--- config.mk ---
export PLATFORM = sky130hd
export DESIGN_NAME = frequent_pattern_word_compressor_top
export DESIGN_NICKNAME = d
export VERILOG_FILES = /design/src/design/fpwc_pkg.sv /design/src/design/frequent_pattern_word_compressor_top.sv /design/src/design/fpwc_classify.sv /design/src/design/fpwc_result_fifo.sv
export SDC_FILE = /design/constraint.sdc
export NUM_CORES = 1
export LEC_CHECK = 0
export ABC_CLOCK_PERIOD_IN_PS = 4670
export BUFFER_PORTS_ARGS = -buffer_cell sky130_fd_sc_hd__buf_2
export CAP_MARGIN = 10
export CORE_ASPECT_RATIO = 0.7
export CORE_MARGIN = 3
export CORE_UTILIZATION = 30
export CTS_BUF_LIST = sky130_fd_sc_hd__clkbuf_8
export DETAILED_ROUTE_END_ITERATION = 12
export GPL_ROUTABILITY_DRIVEN = 0
export PLACE_DENSITY = 0.45
export SYNTH_ARGS = -nofsm -noshare
export SYNTH_HDL_FRONTEND = slang
export SYNTH_SLANG_ARGS = --single-unit
--- constraint.sdc ---
create_clock -name aclk -period 4.67 [get_ports aclk]
set_input_delay 0 -clock aclk [delete_from_list [all_inputs] [get_ports aclk]]
set_output_delay 0 -clock aclk [all_outputs]
set_load 0.005 [all_outputs]
--- src/design/fpwc_pkg.sv ---
// Package: shared types and constants of the frequent pattern word compressor.
package fpwc_pkg;

    localparam int MAX_ZERO_RUN_DEF    = 8;
    localparam int MAX_BLOCK_WORDS_DEF = 16;
    localparam int RESULT_DEPTH        = 4;

    localparam int WORD_W   = 32;
    localparam int PREFIX_W = 3;
    localparam int BITS_W   = 6;
    localparam int SIZE_W   = 3;
    localparam int TOTAL_W  = 7;
    localparam int RUN_W    = 4;

    // pattern codes
    localparam logic [PREFIX_W-1:0] PFX_ZERO_RUN = 3'd0;
    localparam logic [PREFIX_W-1:0] PFX_NIBBLE   = 3'd1;
    localparam logic [PREFIX_W-1:0] PFX_BYTE     = 3'd2;
    localparam logic [PREFIX_W-1:0] PFX_HALF     = 3'd3;
    localparam logic [PREFIX_W-1:0] PFX_PAD_HALF = 3'd4;
    localparam logic [PREFIX_W-1:0] PFX_TWO_BYTE = 3'd5;
    localparam logic [PREFIX_W-1:0] PFX_REP_BYTE = 3'd6;
    localparam logic [PREFIX_W-1:0] PFX_RAW      = 3'd7;

    localparam logic [TOTAL_W-1:0] TOTAL_MAX = 7'd127;

    // encoding of one word, without block accounting
    typedef struct packed {
        logic [PREFIX_W-1:0] prefix;
        logic [WORD_W-1:0]   payload;
        logic [BITS_W-1:0]   payload_bits;
        logic [SIZE_W-1:0]   size_bytes;
    } code_t;

    // one result entry as it leaves the block
    typedef struct packed {
        code_t              code;
        logic [TOTAL_W-1:0] block_bytes;
        logic               last_result;
    } result_t;

endpackage

--- src/design/frequent_pattern_word_compressor_top.sv ---
// Top level: frequent pattern word compressor with zero-run gathering.
//
// Input channel s_*: one 32-bit word per transfer plus s_last_word, which
// closes the block. The MAX_BLOCK_WORDS-th word of a block closes it too.
// Result channel m_*: one encoded item per transfer (prefix, payload,
// payload width, bytes charged); m_block_bytes carries the block's total on
// the transfer with m_last_result set and is zero otherwise.
// Zero words produce no result of their own; they are gathered and sent as
// one zero-run item when a nonzero word arrives, the run reaches
// MAX_ZERO_RUN, or the block ends. A word may therefore cause zero, one or
// two results.
// A word in the input register is classified combinationally; its results
// enter the result queue. Throughput: one word per cycle while the queue
// has room, set by the single classify stage between the input register
// and a four-entry queue that absorbs the second result of a flushed run.
// Reset (aresetn low, synchronous) empties the input register and the
// queue and clears the run count, byte total and word count.
// When the receiver stalls, results collect in the queue; s_ready drops
// once fewer than two queue entries are free and the input register holds
// a word, so nothing is lost.
module frequent_pattern_word_compressor_top #(
    parameter int MAX_ZERO_RUN    = fpwc_pkg::MAX_ZERO_RUN_DEF,
    parameter int MAX_BLOCK_WORDS = fpwc_pkg::MAX_BLOCK_WORDS_DEF
) (
    input  logic                            aclk,
    input  logic                            aresetn,
    input  logic                            s_valid,
    output logic                            s_ready,
    input  logic [fpwc_pkg::WORD_W-1:0]     s_data_word,
    input  logic                            s_last_word,
    output logic                            m_valid,
    input  logic                            m_ready,
    output logic [fpwc_pkg::PREFIX_W-1:0]   m_prefix,
    output logic [fpwc_pkg::WORD_W-1:0]     m_payload,
    output logic [fpwc_pkg::BITS_W-1:0]     m_payload_bits,
    output logic [fpwc_pkg::SIZE_W-1:0]     m_size_bytes,
    output logic [fpwc_pkg::TOTAL_W-1:0]    m_block_bytes,
    output logic                            m_last_result
);

    localparam int WCNT_W  = $clog2(MAX_BLOCK_WORDS + 1);
    localparam int RUN_W   = fpwc_pkg::RUN_W;
    localparam int TOTAL_W = fpwc_pkg::TOTAL_W;

    // saturating byte accounting
    function automatic logic [TOTAL_W-1:0] charge(input logic [TOTAL_W-1:0] total,
                                                   input logic [fpwc_pkg::SIZE_W-1:0] size);
        logic [TOTAL_W:0] sum;
        sum = {1'b0, total} + (TOTAL_W + 1)'(size);
        return sum[TOTAL_W] ? fpwc_pkg::TOTAL_MAX : sum[TOTAL_W-1:0];
    endfunction

    // input register
    logic                          in_valid_reg;
    logic [fpwc_pkg::WORD_W-1:0]   in_word_reg;
    logic                          in_last_reg;

    // block state
    logic [RUN_W-1:0]              run_reg, run_next;
    logic [TOTAL_W-1:0]            total_reg, total_next;
    logic [WCNT_W-1:0]             words_reg, words_next;

    logic                          room;
    logic                          advance;
    logic                          is_zero;
    logic                          block_end;
    logic [RUN_W-1:0]              run_inc;
    logic                          emit_run;
    logic [RUN_W-1:0]              run_len;
    logic [TOTAL_W-1:0]            total_run;
    logic [TOTAL_W-1:0]            total_word;
    logic                          run_is_last;
    fpwc_pkg::code_t               word_code;
    fpwc_pkg::result_t             run_entry;
    fpwc_pkg::result_t             word_entry;
    logic                          push0;
    logic                          push1;
    fpwc_pkg::result_t             push0_data;
    fpwc_pkg::result_t             out_data;

    assign advance = in_valid_reg && room;
    assign s_ready = !in_valid_reg || room;

    always_ff @(posedge aclk) begin
        if (!aresetn) begin
            in_valid_reg <= 1'b0;
        end else if (s_ready) begin
            in_valid_reg <= s_valid;
        end
    end

    always_ff @(posedge aclk) begin
        if (s_valid && s_ready) begin
            in_word_reg <= s_data_word;
            in_last_reg <= s_last_word;
        end
    end

    fpwc_classify u_classify (
        .data_word (in_word_reg),
        .code      (word_code)
    );

    // block end: explicit mark or word limit reached
    assign words_next = words_reg + WCNT_W'(1);
    assign block_end  = in_last_reg || (words_next >= WCNT_W'(MAX_BLOCK_WORDS));
    assign is_zero    = (in_word_reg == '0);
    assign run_inc    = run_reg + RUN_W'(1);

    // a zero word closes the run on limit or block end; a nonzero word
    // flushes whatever run is pending ahead of itself
    assign emit_run    = is_zero ? ((run_inc >= RUN_W'(MAX_ZERO_RUN)) || block_end)
                                 : (run_reg != '0);
    assign run_len     = is_zero ? run_inc : run_reg;
    assign run_is_last = is_zero && block_end;

    assign total_run  = charge(total_reg, 3'd1);
    assign total_word = charge(emit_run ? total_run : total_reg, word_code.size_bytes);

    always_comb begin
        run_entry.code.prefix       = fpwc_pkg::PFX_ZERO_RUN;
        run_entry.code.payload      = {29'd0, 3'(run_len - RUN_W'(1))};
        run_entry.code.payload_bits = 6'd3;
        run_entry.code.size_bytes   = 3'd1;
        run_entry.block_bytes       = run_is_last ? total_run : '0;
        run_entry.last_result       = run_is_last;

        word_entry.code        = word_code;
        word_entry.block_bytes = block_end ? total_word : '0;
        word_entry.last_result = block_end;
    end

    assign push0      = advance && (emit_run || !is_zero);
    assign push1      = advance && emit_run && !is_zero;
    assign push0_data = emit_run ? run_entry : word_entry;

    always_comb begin
        run_next   = run_reg;
        total_next = total_reg;
        if (block_end) begin
            run_next   = '0;
            total_next = '0;
        end else if (is_zero) begin
            run_next   = emit_run ? '0 : run_inc;
            total_next = emit_run ? total_run : total_reg;
        end else begin
            run_next   = '0;
            total_next = total_word;
        end
    end

    always_ff @(posedge aclk) begin
        if (!aresetn) begin
            run_reg   <= '0;
            total_reg <= '0;
            words_reg <= '0;
        end else if (advance) begin
            run_reg   <= run_next;
            total_reg <= total_next;
            words_reg <= block_end ? '0 : words_next;
        end
    end

    fpwc_result_fifo u_result_fifo (
        .aclk       (aclk),
        .aresetn    (aresetn),
        .push0      (push0),
        .push0_data (push0_data),
        .push1      (push1),
        .push1_data (word_entry),
        .room       (room),
        .out_valid  (m_valid),
        .out_ready  (m_ready),
        .out_data   (out_data)
    );

    assign m_prefix       = out_data.code.prefix;
    assign m_payload      = out_data.code.payload;
    assign m_payload_bits = out_data.code.payload_bits;
    assign m_size_bytes   = out_data.code.size_bytes;
    assign m_block_bytes  = out_data.block_bytes;
    assign m_last_result  = out_data.last_result;

    a_run_bound: assert property (@(posedge aclk) disable iff (!aresetn)
        run_reg < RUN_W'(MAX_ZERO_RUN))
        else $error("pending zero run reached its limit without a flush");

    a_words_bound: assert property (@(posedge aclk) disable iff (!aresetn)
        words_reg < WCNT_W'(MAX_BLOCK_WORDS))
        else $error("block word count passed the block length");

    a_pair_order: assert property (@(posedge aclk) disable iff (!aresetn)
        push1 |-> (push0 && push0_data.code.prefix == fpwc_pkg::PFX_ZERO_RUN
                   && !push0_data.last_result))
        else $error("second result pushed without a leading zero run");

    a_block_clear: assert property (@(posedge aclk) disable iff (!aresetn)
        (advance && block_end) |=> (run_reg == '0 && total_reg == '0 && words_reg == '0))
        else $error("block state not cleared after block end");

endmodule

--- src/design/fpwc_classify.sv ---
// Pattern classifier: maps one nonzero word to its prefix, payload and size.
module fpwc_classify (
    input  logic [fpwc_pkg::WORD_W-1:0] data_word,
    output fpwc_pkg::code_t             code
);

    logic [15:0] hi;
    logic [15:0] lo;
    logic        fits4;
    logic        fits8;
    logic        fits16;
    logic        hi_byte;
    logic        lo_byte;
    logic        rep;

    assign hi = data_word[31:16];
    assign lo = data_word[15:0];

    // sign-extension tests: all bits above the sign bit copy it
    assign fits4   = (data_word[31:3] == '0) || (data_word[31:3] == '1);
    assign fits8   = (data_word[31:7] == '0) || (data_word[31:7] == '1);
    assign fits16  = (data_word[31:15] == '0) || (data_word[31:15] == '1);
    assign hi_byte = (hi[15:7] == '0) || (hi[15:7] == '1);
    assign lo_byte = (lo[15:7] == '0) || (lo[15:7] == '1);
    assign rep     = (data_word[7:0] == data_word[15:8]) &&
                     (data_word[7:0] == data_word[23:16]) &&
                     (data_word[7:0] == data_word[31:24]);

    always_comb begin
        if (fits4) begin
            code = '{fpwc_pkg::PFX_NIBBLE, {28'd0, data_word[3:0]}, 6'd4, 3'd1};
        end else if (fits8) begin
            code = '{fpwc_pkg::PFX_BYTE, {24'd0, data_word[7:0]}, 6'd8, 3'd1};
        end else if (fits16) begin
            code = '{fpwc_pkg::PFX_HALF, {16'd0, lo}, 6'd16, 3'd2};
        end else if (lo == 16'd0) begin
            code = '{fpwc_pkg::PFX_PAD_HALF, {16'd0, hi}, 6'd16, 3'd2};
        end else if (hi_byte && lo_byte) begin
            code = '{fpwc_pkg::PFX_TWO_BYTE, {16'd0, hi[7:0], lo[7:0]}, 6'd16, 3'd2};
        end else if (rep) begin
            code = '{fpwc_pkg::PFX_REP_BYTE, {24'd0, data_word[7:0]}, 6'd8, 3'd1};
        end else begin
            code = '{fpwc_pkg::PFX_RAW, data_word, 6'd32, 3'd4};
        end
    end

endmodule

--- src/design/fpwc_result_fifo.sv ---
// Result queue: takes up to two entries per cycle, delivers one per cycle while out_ready is high.
module fpwc_result_fifo (
    input  logic                aclk,
    input  logic                aresetn,
    input  logic                push0,
    input  fpwc_pkg::result_t   push0_data,
    input  logic                push1,
    input  fpwc_pkg::result_t   push1_data,
    output logic                room,
    output logic                out_valid,
    input  logic                out_ready,
    output fpwc_pkg::result_t   out_data
);

    localparam int DEPTH = fpwc_pkg::RESULT_DEPTH;
    localparam int PTR_W = $clog2(DEPTH);
    localparam int CNT_W = $clog2(DEPTH + 1);

    fpwc_pkg::result_t  mem_reg [DEPTH];
    logic [PTR_W-1:0]   wr_ptr_reg, wr_ptr_next;
    logic [PTR_W-1:0]   rd_ptr_reg, rd_ptr_next;
    logic [CNT_W-1:0]   count_reg, count_next;
    logic               pop;
    logic [PTR_W-1:0]   wr_ptr_inc;

    assign room       = (count_reg <= CNT_W'(DEPTH - 2));
    assign out_valid  = (count_reg != '0);
    assign out_data   = mem_reg[rd_ptr_reg];
    assign pop        = out_valid && out_ready;
    assign wr_ptr_inc = wr_ptr_reg + PTR_W'(1);

    always_comb begin
        wr_ptr_next = wr_ptr_reg + PTR_W'(push0) + PTR_W'(push1);
        rd_ptr_next = rd_ptr_reg + PTR_W'(pop);
        count_next  = count_reg + CNT_W'(push0) + CNT_W'(push1) - CNT_W'(pop);
    end

    always_ff @(posedge aclk) begin
        if (!aresetn) begin
            wr_ptr_reg <= '0;
            rd_ptr_reg <= '0;
            count_reg  <= '0;
        end else begin
            wr_ptr_reg <= wr_ptr_next;
            rd_ptr_reg <= rd_ptr_next;
            count_reg  <= count_next;
        end
    end

    always_ff @(posedge aclk) begin
        if (push0) begin
            mem_reg[wr_ptr_reg] <= push0_data;
        end
        if (push1) begin
            mem_reg[wr_ptr_inc] <= push1_data;
        end
    end

    a_count_bound: assert property (@(posedge aclk) disable iff (!aresetn)
        count_reg <= CNT_W'(DEPTH))
        else $error("result queue count beyond depth");

endmodule
==> results.txt <==
status - finished clean
CTS clk-pin slew, worst paths - 0.06 ns
crit start category - flop
actual slew at the worst max-slew pin - 0.8814 ns
CTS tree - yes
vias in the first global route - 8776
min setup slack post-route - 0.3161 ns
DRT antenna net count - 0
cell taking the most area after synthesis - edfxtp_1
Initial Util - 30.54%
initial antenna violation count - 0
Primary FF master, synth - edfxtp_1
Rel. slew slack - 40.62%
vias post-DR - 8509
I/O pin total - 91
post-DR wirelength/cell - 21.66 microns
clock period minus worst slack - 4.354 ns
count of final setup violators - 0
Max Fanout on Critical Path - 8
MaxCap Viol Count - 0
post-synthesis instance area - 12170 sq um
mux cell area share after synthesis - 10.90%
Worst Path Required - 4.95 ns
Num CTS Buffers - 43
hold crit path type - in2reg
Die W - 246.7 microns
Final Skew - 0.01687 ns
Die ar. - 43040 sq um
first-pass GRT wire length - 55470 microns
Initial DRC Count - 653
Skew-Pair Late Insertion Delay - 0.55 ns
DRC - 0
non-filler cells, final - 1678
PD cells - 422.4 nW/um^2
sequential area share after synthesis - 60.15%
commonest non-fill, non-tap cell in the layout - edfxtp_1
FP Rows - 61
gr ovfl total - 0
Worst VDD drop - 183.3 uV
Final Hold Vio Count - 0
Worst Path Arrival - 4.63 ns
main area contributors after synthesis - edfxtp_1, mux4_2, dfxtp_1
Total GRT Usage - 17.07%
Synth Area in XOR/XNOR - 0.9359%
area grow syn2layout - 19.99%
number of synthesized flops with an enable pin - 225
maximum clock path buffer count - 3
Largest register FFs - 196
adder and majority gate portion of the synthesized area - 1.790%
proportion of layout cells with a drive suffix above 1 - 22.83%
static leakage - 5.149 nW
largest family of logic cells by synthesized area - simple AND/OR/NAND/NOR gates
final worst-path cycle share - 93.23%
Placed Instances - 1563
Nets - 1165
Simple-Gate Fraction of Synth Area - 15.59%
CP Capture Type - flop
CTS H-tree lvls - 2
Fmax - 229.7 MHz
first drt pass iteration count - 6
area fraction of the dominant cell type after synthesis - 55.54%
port bufs - 90
crit-path max cell delay - 0.58 ns
CTS Sinks - 253
clock root buffer - clkbuf_8
Mapped Avg Cell Area - 12.74 sq um
kind of critical path - reg2reg
final slew viol count - 0
largest net degree at the start of global routing - 50
DP Wirelength - 24140 microns
core area - 39840 sq um
YS warnings - 0
final WL - 36340 microns
commonest non-fill, non-tap cells in the layout - edfxtp_1, nor2_1, buf_2
ys async rst share - 0%
Compound-Gate Fraction of Synth Area - 7.971%
Vias/cell - 5.071
Die Span Y - 174.5 microns
Syn Nets - 1007
Synth cell types - 60
Post-Synthesis Cells - 955
aggregate negative setup slack - 0 ns
CP max-delay cell - or4_4
worst slack, placed - 0.2056 ns
#FFs+latches synth - 253
worst path cell trace - or4_4, nor4_4, nand4_4, mux2i_4, nor2_1, a31oi_1, ha_1, a21o_1, nand3_1, mux2_2, or3_1, o211ai_1, o21ai_0
n_diodes - 0
[path summary, 6_finish.rpt]
| kind | from | slack (ns) | to | cells past startpoint |
|---|---|---|---|---|
| max | in_word_reg[12]$_DFFE_PP_ | 0.32 | u_result_fifo.mem_reg[1][6]$_DFFE_PP_ | 13 |
| min | s_data_word[31] | 0.17 | in_word_reg[31]$_DFFE_PP_ | 2 |
| max reg2reg | in_word_reg[12]$_DFFE_PP_ | 0.32 | u_result_fifo.mem_reg[1][6]$_DFFE_PP_ | 13 |
| min reg2reg | u_result_fifo.mem_reg[1][11]$_SDFFE_PP0P_ | 0.46 | u_result_fifo.mem_reg[1][11]$_SDFFE_PP0P_ | 2 |
[routing by layer]
metal,global-route usage (%),vias up,wire length [microns],share of wire [%]
met5,0,-,0,0
met4,3.055,0,362,1.0
met3,3.716,38,2375,6.5
met2,25.35,267,15800,43
met1,25.77,4281,17800,49
li1,-,3923,-,-
[cell usage after synthesis, types with 2 or more instances]
master / n
o211ai_1: 2
fa_1: 4
xor2_1: 6
a21boi_0: 9
nand4_1: 14
a22o_1: 2
a21oi_1: 36
and4_1: 3
dfxtp_1: 28
mux2i_4: 2
a22oi_1: 3
mux4_2: 49
and3_1: 8
or2_2: 3
nand3b_1: 2
mux2i_1: 11
o22a_1: 3
o21bai_1: 2
nand2b_1: 8
or3_1: 14
o21a_1: 2
a21o_1: 6
o22ai_1: 37
mux2_2: 6
nor3_1: 13
o21ai_0: 26
inv_1: 21
edfxtp_1: 225
nand2_1: 59
xnor2_1: 7
nor2_1: 112
clkbuf_1: 51
buf_4: 3
nor4_1: 5
buf_1: 7
and2_1: 81
o31ai_1: 2
a221oi_1: 5
nor3b_1: 2
a31oi_1: 5
nor2b_1: 10
ha_1: 11
nand3_1: 28
or4_1: 6
[per-stage QoR]
step                power, mW  cell area [sq um]  util (%)  hold WS, ns
floorplan               3.697              12170         -      0.09887
global placement        4.333              13410     33.65       0.1784
detailed placement      4.336              13410     33.65       0.1789
CTS                     6.284              14570     36.56       0.1124
global route            6.510              14600     36.64       0.1410
finish                  6.166              14600     36.64       0.1685
[what timing repair did]
action	in CTS	in global routing
endpoints found under the setup margin	0	3
hold endpoints to repair	50	0
hold buffers	37	0
gates resized for setup	0	2
buffers inserted	0	3
[area by class of cell]
type / instances / area [sq um]
clock buffers: 45 / 619.3
clock inverters: 30 / 168.9
fillers: 3949 / 25240
inverters: 21 / 78.83
multi-input cells: 619 / 4546
flip-flops and latches: 253 / 7322
well taps: 535 / 669.4
repair buffers: 175 / 1194
[worst max-delay path: cells and delay by family, from the launching register on]
family	cells	cell delay (ns)
fa+ha+maj	1	0.38
compound gates	4	0.65
flops	1	0.44
simple gates	6	1.99
mux	2	0.62
[logic make-up after synthesis]
group / count (synthesis)
compound gates: 152
simple gates: 371
flops: 253
buf+inv: 83
xor+xnor: 13
fa+ha+maj: 15
mux: 68
[report_power, final]
group | total [mW] | internal, mW | switching, mW
Combinational | 1.37 | 0.668 | 0.699
Clock | 1.90 | 0.996 | 0.902
Sequential | 2.90 | 2.69 | 0.214
Note: power is estimated with default switching activity, not from simulation.
